<file path="config.mk">
export PLATFORM = sky130hd
export DESIGN_NAME = hsv_to_rgb_converter
export DESIGN_NICKNAME = d
export VERILOG_FILES = /design/src/hw/rtl/hsv2rgb_pkg.sv /design/src/hw/rtl/hsv2rgb_prep.sv /design/src/hw/rtl/hsv2rgb_terms.sv /design/src/hw/rtl/hsv2rgb_mix.sv /design/src/hw/rtl/hsv_to_rgb_converter.sv
export SDC_FILE = /design/constraint.sdc
export NUM_CORES = 2
export LEC_CHECK = 0
export BUFFER_PORTS_ARGS = -buffer_cell sky130_fd_sc_hd__buf_2
export CORE_UTILIZATION = 40
export CTS_BUF_LIST = sky130_fd_sc_hd__clkbuf_4
export DETAILED_ROUTE_END_ITERATION = 7
export SLEW_MARGIN = 20
export SYNTH_ARGS = -nofsm -noshare
export SYNTH_HDL_FRONTEND = slang
export SYNTH_SLANG_ARGS = --single-unit
</file>
<file path="constraint.sdc">
create_clock -name i_clk -period 7.6 [get_ports i_clk]
set_clock_uncertainty 0.2 [all_clocks]
set_input_delay 0 -clock i_clk [delete_from_list [all_inputs] [get_ports i_clk]]
set_output_delay 0 -clock i_clk [all_outputs]
set_load 0.01 [all_outputs]
</file>
<file path="src/hw/rtl/hsv2rgb_pkg.sv">
// Shared widths, stage word types and a helper function for the HSV to RGB converter.
package hsv2rgb_pkg;

    localparam int FRAC_BITS = 16;
    localparam int IN_W      = 18;
    localparam int UW        = FRAC_BITS + 1;
    localparam int MW        = (IN_W - 1 > UW) ? IN_W - 1 : UW;
    localparam int H6W       = UW + 3;
    localparam int PW        = 2 * UW;

    localparam logic [UW-1:0]  ONE     = {1'b1, {FRAC_BITS{1'b0}}};
    localparam logic [H6W-1:0] SIX_ONE = H6W'(6) << FRAC_BITS;

    typedef enum logic [2:0] {
        SEC_RED_YEL = 3'd0,
        SEC_YEL_GRN = 3'd1,
        SEC_GRN_CYN = 3'd2,
        SEC_CYN_BLU = 3'd3,
        SEC_BLU_MAG = 3'd4,
        SEC_MAG_RED = 3'd5
    } t_sector;

    typedef struct packed {
        logic                 black;
        t_sector              sector;
        logic [FRAC_BITS-1:0] f;
        logic [UW-1:0]        s;
        logic [UW-1:0]        v;
    } t_prep_word;

    typedef struct packed {
        logic          black;
        t_sector       sector;
        logic [UW-1:0] v;
        logic [UW-1:0] p;
        logic [UW-1:0] sf;
        logic [UW-1:0] snf;
    } t_part_word;

    typedef struct packed {
        logic          black;
        t_sector       sector;
        logic [UW-1:0] v;
        logic [UW-1:0] p;
        logic [UW-1:0] q;
        logic [UW-1:0] t;
    } t_term_word;

    // Unit product, truncated back to FRAC_BITS fraction bits; both operands are <= ONE.
    function automatic logic [UW-1:0] mul_unit(input logic [UW-1:0] a, input logic [UW-1:0] b);
        logic [PW-1:0] prod;
        prod = PW'(a) * PW'(b);
        return prod[FRAC_BITS+UW-1:FRAC_BITS];
    endfunction

endpackage

</file>
<file path="src/hw/rtl/hsv2rgb_prep.sv">
// Stage 1: clamp the three components, find the hue sector and its fraction.
module hsv2rgb_prep (
    input  logic                                 i_clk,
    input  logic                                 i_rst_n,
    input  logic                                 i_valid,
    output logic                                 o_ready,
    input  logic signed [hsv2rgb_pkg::IN_W-1:0]  i_hue,
    input  logic signed [hsv2rgb_pkg::IN_W-1:0]  i_sat,
    input  logic signed [hsv2rgb_pkg::IN_W-1:0]  i_val,
    output logic                                 o_valid,
    input  logic                                 i_ready,
    output hsv2rgb_pkg::t_prep_word              o_word
);
    import hsv2rgb_pkg::*;

    function automatic logic [UW-1:0] clamp_unit(input logic signed [IN_W-1:0] x);
        logic [MW-1:0] m;
        logic [UW-1:0] r;
        m = MW'(x[IN_W-2:0]);
        if (x[IN_W-1]) begin
            r = '0;
        end else if (m > MW'(ONE)) begin
            r = ONE;
        end else begin
            r = m[UW-1:0];
        end
        return r;
    endfunction

    logic            r_vld;
    t_prep_word      r_word;
    t_prep_word      n_word;
    logic [UW-1:0]   h;
    logic [H6W-1:0]  h6_raw;
    logic [H6W-1:0]  h6;

    always_comb begin
        h      = clamp_unit(i_hue);
        h6_raw = H6W'({h, 2'b00}) + H6W'({h, 1'b0});
        // hue of exactly 1.0 wraps to the first sector
        h6     = (h6_raw == SIX_ONE) ? '0 : h6_raw;
        n_word.black  = (h == '0);
        n_word.sector = t_sector'(h6[FRAC_BITS+2:FRAC_BITS]);
        n_word.f      = h6[FRAC_BITS-1:0];
        n_word.s      = clamp_unit(i_sat);
        n_word.v      = clamp_unit(i_val);
    end

    assign o_ready = !r_vld || i_ready;
    assign o_valid = r_vld;
    assign o_word  = r_word;

    always_ff @(posedge i_clk) begin
        if (!i_rst_n) begin
            r_vld <= 1'b0;
        end else if (o_ready) begin
            r_vld <= i_valid;
        end
    end

    always_ff @(posedge i_clk) begin
        if (o_ready && i_valid) begin
            r_word <= n_word;
        end
    end

endmodule

</file>
<file path="src/hw/rtl/hsv2rgb_terms.sv">
// Stages 2 and 3: form p, then q and t, from value, saturation and hue fraction.
module hsv2rgb_terms (
    input  logic                    i_clk,
    input  logic                    i_rst_n,
    input  logic                    i_valid,
    output logic                    o_ready,
    input  hsv2rgb_pkg::t_prep_word i_word,
    output logic                    o_valid,
    input  logic                    i_ready,
    output hsv2rgb_pkg::t_term_word o_word
);
    import hsv2rgb_pkg::*;

    logic       r_vld_a;
    t_part_word r_part;
    t_part_word n_part;
    logic       ready_a;
    logic       r_vld_b;
    t_term_word r_term;
    t_term_word n_term;
    logic       ready_b;

    always_comb begin
        n_part.black  = i_word.black;
        n_part.sector = i_word.sector;
        n_part.v      = i_word.v;
        n_part.p      = mul_unit(i_word.v, ONE - i_word.s);
        n_part.sf     = mul_unit(i_word.s, UW'(i_word.f));
        n_part.snf    = mul_unit(i_word.s, ONE - UW'(i_word.f));
    end

    always_comb begin
        n_term.black  = r_part.black;
        n_term.sector = r_part.sector;
        n_term.v      = r_part.v;
        n_term.p      = r_part.p;
        n_term.q      = mul_unit(r_part.v, ONE - r_part.sf);
        n_term.t      = mul_unit(r_part.v, ONE - r_part.snf);
    end

    assign ready_b = !r_vld_b || i_ready;
    assign ready_a = !r_vld_a || ready_b;
    assign o_ready = ready_a;
    assign o_valid = r_vld_b;
    assign o_word  = r_term;

    always_ff @(posedge i_clk) begin
        if (!i_rst_n) begin
            r_vld_a <= 1'b0;
            r_vld_b <= 1'b0;
        end else begin
            if (ready_a) begin
                r_vld_a <= i_valid;
            end
            if (ready_b) begin
                r_vld_b <= r_vld_a;
            end
        end
    end

    always_ff @(posedge i_clk) begin
        if (ready_a && i_valid) begin
            r_part <= n_part;
        end
        if (ready_b && r_vld_a) begin
            r_term <= n_term;
        end
    end

endmodule

</file>
<file path="src/hw/rtl/hsv2rgb_mix.sv">
// Stage 4: sector mux, scale each channel by 255 and register the output word.
module hsv2rgb_mix (
    input  logic                    i_clk,
    input  logic                    i_rst_n,
    input  logic                    i_valid,
    output logic                    o_ready,
    input  hsv2rgb_pkg::t_term_word i_word,
    output logic                    o_valid,
    input  logic                    i_ready,
    output logic [7:0]              o_red,
    output logic [7:0]              o_green,
    output logic [7:0]              o_blue
);
    import hsv2rgb_pkg::*;

    function automatic logic [7:0] to_byte(input logic [UW-1:0] c);
        logic [UW+7:0] w;
        w = {c, 8'b0} - (UW+8)'(c);
        return w[FRAC_BITS+7:FRAC_BITS];
    endfunction

    logic          r_vld;
    logic [7:0]    r_red;
    logic [7:0]    r_green;
    logic [7:0]    r_blue;
    logic [UW-1:0] red_c;
    logic [UW-1:0] green_c;
    logic [UW-1:0] blue_c;
    logic [7:0]    n_red;
    logic [7:0]    n_green;
    logic [7:0]    n_blue;

    always_comb begin
        case (i_word.sector)
            SEC_RED_YEL: begin
                red_c = i_word.v; green_c = i_word.t; blue_c = i_word.p;
            end
            SEC_YEL_GRN: begin
                red_c = i_word.q; green_c = i_word.v; blue_c = i_word.p;
            end
            SEC_GRN_CYN: begin
                red_c = i_word.p; green_c = i_word.v; blue_c = i_word.t;
            end
            SEC_CYN_BLU: begin
                red_c = i_word.p; green_c = i_word.q; blue_c = i_word.v;
            end
            SEC_BLU_MAG: begin
                red_c = i_word.t; green_c = i_word.p; blue_c = i_word.v;
            end
            SEC_MAG_RED: begin
                red_c = i_word.v; green_c = i_word.p; blue_c = i_word.q;
            end
            default: begin
                red_c = '0; green_c = '0; blue_c = '0;
            end
        endcase
        // zero hue marks a set point: force black
        if (i_word.black) begin
            n_red   = 8'd0;
            n_green = 8'd0;
            n_blue  = 8'd0;
        end else begin
            n_red   = to_byte(red_c);
            n_green = to_byte(green_c);
            n_blue  = to_byte(blue_c);
        end
    end

    assign o_ready = !r_vld || i_ready;
    assign o_valid = r_vld;
    assign o_red   = r_red;
    assign o_green = r_green;
    assign o_blue  = r_blue;

    always_ff @(posedge i_clk) begin
        if (!i_rst_n) begin
            r_vld <= 1'b0;
        end else if (o_ready) begin
            r_vld <= i_valid;
        end
    end

    always_ff @(posedge i_clk) begin
        if (o_ready && i_valid) begin
            r_red   <= n_red;
            r_green <= n_green;
            r_blue  <= n_blue;
        end
    end

endmodule

</file>
<file path="src/hw/rtl/hsv_to_rgb_converter.sv">
// Top level of the HSV to RGB converter: four-stage pixel pipeline.
//
// Input channel: i_valid / o_ready carry one HSV word (hue, saturation,
// value), each 18-bit signed fixed point with 16 fraction bits, clamped
// to 0..1.0 inside. Output channel: o_valid / i_ready carry one RGB word,
// three 8-bit channels, each 255 times its component, truncated.
// A hue of zero gives black.
//
// A word passes through the stage registers in order: clamp and sector,
// first products (p and the saturation-fraction terms), q and t, then
// the sector mux with byte scaling into the output register. One word
// enters per cycle as long as the receiver takes words.
//
// Reset clears every stage valid bit; the pipeline comes up empty and
// ready. When the receiver stalls, the output word holds and each stage
// keeps its word until the stage ahead frees up; empty stages still fill,
// so up to four words are taken before o_ready drops.
module hsv_to_rgb_converter (
    input  logic                                i_clk,
    input  logic                                i_rst_n,
    input  logic                                i_valid,
    output logic                                o_ready,
    input  logic signed [hsv2rgb_pkg::IN_W-1:0] i_hue_in,
    input  logic signed [hsv2rgb_pkg::IN_W-1:0] i_saturation_in,
    input  logic signed [hsv2rgb_pkg::IN_W-1:0] i_brightness_in,
    output logic                                o_valid,
    input  logic                                i_ready,
    output logic [7:0]                          o_red_out,
    output logic [7:0]                          o_green_out,
    output logic [7:0]                          o_blue_out
);
    import hsv2rgb_pkg::*;

    logic       prep_vld;
    logic       prep_rdy;
    t_prep_word prep_word;
    logic       term_vld;
    logic       term_rdy;
    t_term_word term_word;

    hsv2rgb_prep u_prep (
        .i_clk   (i_clk),
        .i_rst_n (i_rst_n),
        .i_valid (i_valid),
        .o_ready (o_ready),
        .i_hue   (i_hue_in),
        .i_sat   (i_saturation_in),
        .i_val   (i_brightness_in),
        .o_valid (prep_vld),
        .i_ready (prep_rdy),
        .o_word  (prep_word)
    );

    hsv2rgb_terms u_terms (
        .i_clk   (i_clk),
        .i_rst_n (i_rst_n),
        .i_valid (prep_vld),
        .o_ready (prep_rdy),
        .i_word  (prep_word),
        .o_valid (term_vld),
        .i_ready (term_rdy),
        .o_word  (term_word)
    );

    hsv2rgb_mix u_mix (
        .i_clk   (i_clk),
        .i_rst_n (i_rst_n),
        .i_valid (term_vld),
        .o_ready (term_rdy),
        .i_word  (term_word),
        .o_valid (o_valid),
        .i_ready (i_ready),
        .o_red   (o_red_out),
        .o_green (o_green_out),
        .o_blue  (o_blue_out)
    );

    // an empty output stage lets every stage behind it advance
    a_empty_out_ready: assert property (@(posedge i_clk) disable iff (!i_rst_n)
        !o_valid |-> o_ready)
        else $error("input stalled while output stage empty");

    a_taken_out_ready: assert property (@(posedge i_clk) disable iff (!i_rst_n)
        i_ready |-> o_ready)
        else $error("input stalled while receiver takes words");

    a_stage_flow: assert property (@(posedge i_clk) disable iff (!i_rst_n)
        (term_vld && term_rdy) |=> o_valid)
        else $error("word lost between term stage and output stage");

endmodule

</file>
==> flow_summary.json <==
{
  "layout.nets": 8071,
  "place_worst_setup_slack_ns": -0.02990,
  "setup_violations": 0,
  "critPathSlowestCell": "fa_1",
  "drcViolationCount": 0,
  "maximum_operating_frequency_ghz": 0.1346,
  "cts.root.buffer_cell": "clkbuf_4",
  "number_of_antenna_violations_at_the_first_check_in_global_routing": 5,
  "place_congestion": 0.8914,
  "io_buffer_count": 83,
  "synth_edf_count": 221,
  "via_count": 41200,
  "place_inst": 7892,
  "synth_top_family_by_area": "adder cells",
  "ys.warnings.count": 0,
  "clk_latency_ns": 0.88,
  "detail_route.vias_per_cell": 5.026,
  "yosys.area_share.xor_xnor": 0.02765,
  "post-dp-hpwl_um": 116300,
  "synth.lib_cells_used.distinct": 75,
  "crit_path_start_kind": "flip-flop",
  "fp.coreArea_um2": 136100,
  "final_cell_mix": "inv_1, fa_1, nand2_1",
  "grt_use_total": 0.2149,
  "cts.path.max_buffers": 3,
  "hold_path_class": "primary input to flip-flop",
  "yosys-mux-area-fraction": 0.007037,
  "numClockSinks": 225,
  "final_util": 0.4556,
  "hold_ws_ns": 0.1094,
  "grt_first_pass_wirelength_um": 239000,
  "antenna_left": 0,
  "drive_gt1_frac": 0.09027,
  "timing.final.crit_period_ns": 7.430,
  "cp_data_arrival_time_ns": 7.80,
  "post_synth_fa_ha_maj_area_fraction": 0.5177,
  "final_common_cell": "inv_1",
  "status": "finished clean",
  "critical_path.max_fanout": 3,
  "max-slew-margin-rel": 0.3336,
  "post_layout_nonfiller_instances": 8197,
  "post_synth_and_or_nand_nor_area_fraction": 0.1681,
  "worst_path_largest_cell_delay_ns": 0.53,
  "syn_nets": 7752,
  "criticalPathCategory": "flip-flop to flip-flop",
  "worst_ep_required_ns": 7.97,
  "cts_buffers": 59,
  "die-area_um2": 139300,
  "postSynth.topFlopCell": "edfxtp_1",
  "timing.final.crit_share": 0.9777,
  "grt_overflow": 0,
  "synthArstFlopShare": 0,
  "drt_pre_antenna_iters": 6,
  "netlist_instances": 6051,
  "critical_path.endpoint_type": "flip-flop",
  "syn_area_um2": 55120,
  "largest_net_degree_at_the_start_of_global_routing": 80,
  "finalHoldViolCount": 0,
  "slew_viol_final": 0,
  "ios": 84,
  "rsz_0062_raised_after_global_routing": "true",
  "final.fill_count": 13180,
  "initial_utilization": 0.4049,
  "areaGrowthSynthToFinish_pct": 12.54,
  "first_global_vias": 44250,
  "core.rowCount": 135,
  "drv_cap": 0,
  "post_route_wl_um": 146500,
  "detailedRoute.firstIterationViolations": 2327,
  "syn_avg_cell_area_um2": 9.109,
  "tightest_pin_transition_ns": 0.9911,
  "clkTransAtPathRegs_ns": 0.07,
  "chipHeight_um": 373.2,
  "synthesized_area_fraction_occupied_by_ao_oa_aoi_and_oai_cells": 0.04506,
  "wire_per_inst_um": 17.87,
  "postSynthRegisterBits": 225,
  "htree_levels": 2,
  "fin_ws_ns": 0.1696,
  "tritoncts": "done",
  "die_w_um": 373.2,
  "synth_seq_area_share": 0.1219
}
==> layout make-up <==
type / instances / area, um2 / area share
diodes: 2 / 5.005 / 0.00008068
inverters: 1377 / 5169 / 0.08333
repair buffers: 526 / 4333 / 0.06985
multi-input cells: 4181 / 42810 / 0.6901
clock buffers: 78 / 585.6 / 0.009440
flip-flops and latches: 225 / 6716 / 0.1083
clock inverters: 27 / 183.9 / 0.002965
well taps: 1781 / 2228 / 0.03592
==> sequential cells by signal, summed over array words and instances, names as in the netlist <==
register and cells:
u_mix.o_blue 8, u_mix.o_green 8, u_mix.o_red 8, u_mix.o_valid 1
u_prep.o_valid 1, u_prep.o_word 53, u_terms.n_term 38, u_terms.o_valid 1
u_terms.o_word 72, u_terms.r_part 34, u_terms.r_vld_a 1
==> metal layers <==
metal / GRT usage / wire length (um) / up-vias
li1: - / - / 18920
met1: 0.2834 / 62800 / 20850
met2: 0.3716 / 71080 / 1199
met3: 0.02025 / 7906 / 228
met4: 0.06778 / 4720 / 0
met5: 0 / 0 / -
==> timing repair <==
item | CTS | global route
hold endpoints to repair | 134 | 0
resized for setup | 3 | 117
pin swaps | 0 | 30
setup endpoints to repair | 3 | 51
buffers inserted | 0 | 38
hold buffers | 160 | 0
==> critical path: cells and delay by family, from the launching register on <==
kind / cells / cell delay [ns]
and+or+nand+nor: 6 / 0.84
adders and majority gates: 8 / 3.46
AOI/OAI and AO/OA: 6 / 1.35
DFF: 1 / 0.40
buffers and inverters: 8 / 0.70
xor gates and xnor gates: 1 / 0.18
==> metrics by stage <==
step,cell area [um2],setup TNS (ns)
2_1_floorplan,55130,0
3_3_place_gp,58760,0
3_5_place_dp,58760,-0.04547
4_1_cts,61150,0
5_1_grt,62030,-0.3315
6_report,62030,0
==> final timing paths <==
path                         to               start  slack [ns]  cells past startpoint
max          u_terms.r_part[11]   u_prep.o_word[35]        0.17                     29
min           u_prep.o_word[52]         i_hue_in[7]        0.11                      9
max reg2reg  u_terms.r_part[11]   u_prep.o_word[35]        0.17                     29
min reg2reg  u_terms.o_word[70]  u_terms.n_term[70]        0.23                      0
==> synth_stat cells, types with 60 or more instances <==
cell	n	share of area
ha_1	580	0.13
xor2_1	60	0.0095
a21oi_1	119	0.011
o21ai_0	87	0.0079
nand2_1	964	0.066
clkbuf_1	245	0.017
xnor2_1	114	0.018
inv_1	1377	0.094
edfxtp_1	221	0.12
and2_1	542	0.062
fa_1	1063	0.39
nor2_1	152	0.010
==> logic make-up (layout without fill, tap and decap cells) <==
family,Yosys count,in the layout
other,0,2
XOR/XNOR,174,174
adder cells (fa/ha/maj),1643,1643
buffers and inverters,1645,2008
multiplexers,37,37
AND/OR/NAND/NOR,1932,1932
flip-flops,225,225
AO/OA/AOI/OAI,395,395
Power is not shown: default switching activity piles up to over one toggle a cycle in this logic, so the estimate is an artifact.
